### src/hdl/tlsr_ram.sv
// ----------------------------------------------------------------------------
// Generic single port RAM
// One read or write address per cycle, registered read data.
// ----------------------------------------------------------------------------
module tlsr_ram #(
   parameter int WIDTH = 1,
   parameter int DEPTH = 1024
) (
   input  logic                     clock,
   input  logic                     write_en,
   input  logic [$clog2(DEPTH)-1:0] addr,
   input  logic [WIDTH-1:0]         wdata,
   output logic [WIDTH-1:0]         rdata
);

   logic [WIDTH-1:0] mem_ff [DEPTH];
   logic [WIDTH-1:0] rdata_ff;

   // Storage array with a registered read port.
   always_ff @(posedge clock) begin
      if (write_en) begin
         mem_ff[addr] <= wdata;
      end
      rdata_ff <= mem_ff[addr];
   end

   assign rdata = rdata_ff;

endmodule

### config.mk
export PLATFORM = sky130hd
export DESIGN_NAME = tlsr_ram
export DESIGN_NICKNAME = d
export VERILOG_FILES = /design/src/hdl/tlsr_ram.sv
export SDC_FILE = /design/constraint.sdc
export NUM_CORES = 1
export LEC_CHECK = 0
export BUFFER_PORTS_ARGS = -buffer_cell sky130_fd_sc_hd__buf_2
export CORE_MARGIN = 3
export CORE_UTILIZATION = 45
export DETAILED_ROUTE_END_ITERATION = 7
export GPL_ROUTABILITY_DRIVEN = 0
export SYNTH_ARGS = -nofsm -noshare
export SYNTH_HDL_FRONTEND = slang
export SYNTH_SLANG_ARGS = --single-unit
export TNS_END_PERCENT = 1
### constraint.sdc
create_clock -name clock -period 4.9 [get_ports clock]
set_input_delay 0 -clock clock [delete_from_list [all_inputs] [get_ports clock]]
set_output_delay 0 -clock clock [all_outputs]
set_load 0.01 [all_outputs]
; ---- Word level (Yosys, flattened, before mapping)
; Memories as Yosys holds them, arrays and structs flattened. A register that Yosys moved wholly into a read port is not among the register bits.
; Cells that the tools add are included.
; Widths: inputs -> output; s select.
[classes]
addsub = 0
mul = 0
div_mod_pow = 0
magnitude_cmp = 0
eq_ne = 0
shift = 0
n_mux = 2
bitwise = 0
n_reduce_logical = 0
[ops]
columns = operator, count
row1 = $mux 1, 2
[word_totals]
register_bits = 0
latchBits = 0
ramBits = 1024
mem_bits_ro = 0
in_bits = 13
output_inout_bits = 1
wordCells = 3
mem_count = 1
[memory_table]
columns = memory, words, word_bits, rd, rd_ports_with_merged_regs, write_ports, line
row1 = mem_ff, 1024, 1, 1, 1, 1, 16  ; logic [WIDTH-1:0] mem_ff [DEPTH];

; ---- Logic depth before layout (Yosys ltp)
[depth]
depth_word = 2
ltp_mapped = 12
depth_no_buf = 8

; ---- Worst setup path before layout
; Ideal clock, no wire load.
[synth_timing]
path_kind = input to register
start = in addr[1]
end = mem mem_ff[875], enable pin
setup_ns = 0.300
arrival_time_ns = 1.579
required_time_ns = 4.600
setup_slack_ns = 3.022
cell_stages = 9
cell_sequence = buf_2 buf_2 buf_2 buf_2 and3_1 buf_2 nand2_1 clkbuf_1 nor2_1
[synth_lines]
columns = element, line
row1 = from (decl), 11  ; input logic [$clog2(DEPTH)-1:0] addr,
row2 = to (decl), 16
; No word-level cell before the write port.

==> reports/qor.csv <==
metric,value,unit
status,"finished, final reports clean",
wl_per_cell,28.64,µm
hold_class,in -> reg,
synthAdderAreaFrac,0,%
syn_area_per_cell,13.16,µm²
setup_violations,0,
die_w,319.9,µm
core_area,0.09714,mm²
synth_ff_type,edfxtp_1,
synth.ff_latch_count,1025,
netlist_area,0.04434,mm²
postCtsHoldBufs,4,
synth_top_family_by_area,multiplexers,
relSlewSlack,11.38,%
synth_edf_count,1024,
synth_top_cells_by_count,"nor2_1 (1080), edfxtp_1 (1024), mux2i_1 (456)",
hold_viol,0,
cp_max_fo,21,
cts_num_sinks,1025,
synth_compound_area_share,3.612,%
finalClockSkew,0.02663,ns
first_global_vias,27225,
p_sw_share,21.82,%
drive_above_1_share,9.608,%
grt_antenna_before_repair,3,
final_util,50.27,%
clock_latency,0.69,ns
cap_violations,0,
track_usage,25.44,%
num-nets-final,3276,
pwr-share-seq,53.4,%
syn_nets,3382,
root_buffer,clkbuf_16,
initial_core_util,45.64,%
cts_buffers,104,
p_clk_share,41.8,%
fin_setup_tns,0,ns
postCtsSetupBuffers,0,
p_int,14.14,mW
p_comb_share,4.8,%
cts_buffer_depth,3,
drtIter0Drc,4174,
cp-endpoint,rdata$_DFF_P_,
reg2reg_from,mem_ff[855]$_DFFE_PP_,
drc,0,
synth.largest_area_cell,edfxtp_1,
ys_top_cells_by_area,"edfxtp_1 (69%), mux2i_1 (10%), nor2_1 (9.1%)",
rrSetupSlack,1.94,ns
h-tree-depth,3,
cts_tree,done,
cp-start-kind,primary input,
hold_ws,0.05699,ns
ys_seq_area_share,69.40,%
worst_pin_slew,1.326,ns
die_y,319.9,µm
cp.required,5.51,ns
port_buffers,13,
rsz0062_at_grt,no,
drv_slew,0,
async_reset_ff_share,0,%
powerDensity,370.4,mW/mm²
synth-simple-area-share,11.76,%
end_kind,flop,
synth.area.mux_share,11.92,%
clkTransAtPathRegs,0.06,ns
boundaryPins,14,
hpwl,71.86,mm
r2r-end,rdata$_DFF_P_,
grt_max_degree,264,
via_count,28175,
dieArea,0.1023,mm²
peakVddDrop,303.1,µV
cts_resized,0,
synth_top_area_share,69.35,%
viasPerCell,6.102,
syn_inst,3369,
ant_nets,0,
overflow,0,
firstDrtPassIters,6,
routed_wl,132.2,mm
worstSetupPathType,in -> reg,
yosysMostFrequentCell,nor2_1,
rows,114,
period_minus_slack,4.005,ns
grt_pass1_wl,188.4,mm
fin_crit_sh,81.73,%
reg2reg_depth,8,
arrival,4.61,ns
critPathLaunch,addr[2],
switchingPower,3.947,mW
synth_xor_area_share,0,%
max_freq,0.2497,GHz
yosysUniqueCellTypes,40,
total_leakage_power,15.59,nW
syn2layout_area_growth,10.13,%
num_antenna_cells,0,
yosys_warnings,0,
worst min path at each step:
stage / start / end / slack (ns) / cells past startpoint
finish: addr[0] / mem_ff[777]$_DFFE_PP_ / 0.06 / 2
global route: write_en / mem_ff[776]$_DFFE_PP_ / 0.05 / 4
CTS: write_en / mem_ff[776]$_DFFE_PP_ / 0.02 / 4
detailed placement: wdata / mem_ff[41]$_DFFE_PP_ / 0.52 / 1
global placement: wdata / mem_ff[41]$_DFFE_PP_ / 0.51 / 1
floorplan: wdata / mem_ff[0]$_DFFE_PP_ / 0.1 / 0
critical path: stages:
cell and delay [ns]:
dlygate4sd3_1 0.53, buf_2 0.41, buf_4 0.41, nand4bb_2 0.75, buf_4 0.46, o22ai_1 0.18, nor4_1 0.08, o2111ai_1 0.12
nor3_1 0.14, nor4_1 0.70, a211oi_1 0.13, nand3_1 0.13, dlygate4sd3_1 0.55
flip-flops by register name, summed over array words and instances (netlist names):
name,count
mem_ff,1024
rdata,1
kinds of logic (layout without fill, tap and decap cells):
family,after synthesis,in the layout
compound gates,247,247
buf+inv,322,294
flops,1025,1025
mux,488,488
simple gates,1287,1287
placed cells by master (no fill, tap or decap), types with 8 or more instances in the layout:
cell / count
nor2_1: 1077
buf_4: 77
clkinv_1: 26
clkbuf_16: 105
nor3_1: 18
clkinv_2: 14
mux2i_1: 456
o22ai_1: 198
a211oi_1: 9
mux4_2: 32
buf_2: 10
nand2_2: 24
o211ai_1: 10
o2111ai_1: 11
nand2_4: 8
edfxtp_1: 1024
nand2_1: 50
buf_12: 14
nor4_1: 44
o21ai_0: 8
nand3_1: 15
clkbuf_1: 26
per-layer routing:
metal	wire length, µm	vias up	global-route usage [%]
met3	14160	261	5.189
met2	60400	1524	39.72
met1	53130	14402	35.77
li1	-	11984	-
met5	24	-	0
met4	4505	4	8.699
layout make-up:
class | count | area (µm²)
clock inverters | 53 | 442.9
multi-input cells | 2022 | 12310
fillers | 8258 | 48310
repair buffers | 107 | 978.4
inverters | 3 | 11.26
flip-flops and latches | 1025 | 30770
clock buffers | 131 | 2725
well taps | 1276 | 1597
power groups by stage:
| stage | sequential [mW] | combinational, mW | clock (mW) |
|---|---|---|---|
| 6_report | 9.66 | 0.864 | 7.56 |
| 5_1_grt | 9.65 | 0.901 | 8.04 |
| 4_1_cts | 9.66 | 0.853 | 7.65 |
| 3_5_place_dp | 9.84 | 0.847 | 0 |
| 3_3_place_gp | 9.84 | 0.836 | 0 |
| 2_1_floorplan | 9.84 | 0.468 | 0 |
through the flow:
step	std cells	instance area, µm²	setup WS (ns)	total power, mW
finish	4617	48830	0.8954	18.09
global route	4617	48830	0.8095	18.59
CTS	4617	48830	1.047	18.16
detailed placement	4429	45620	1.458	10.69
global placement	4429	45620	1.516	10.68
floorplan	3369	44340	3.022	10.31
Note: power is estimated with default switching activity, not from simulation.
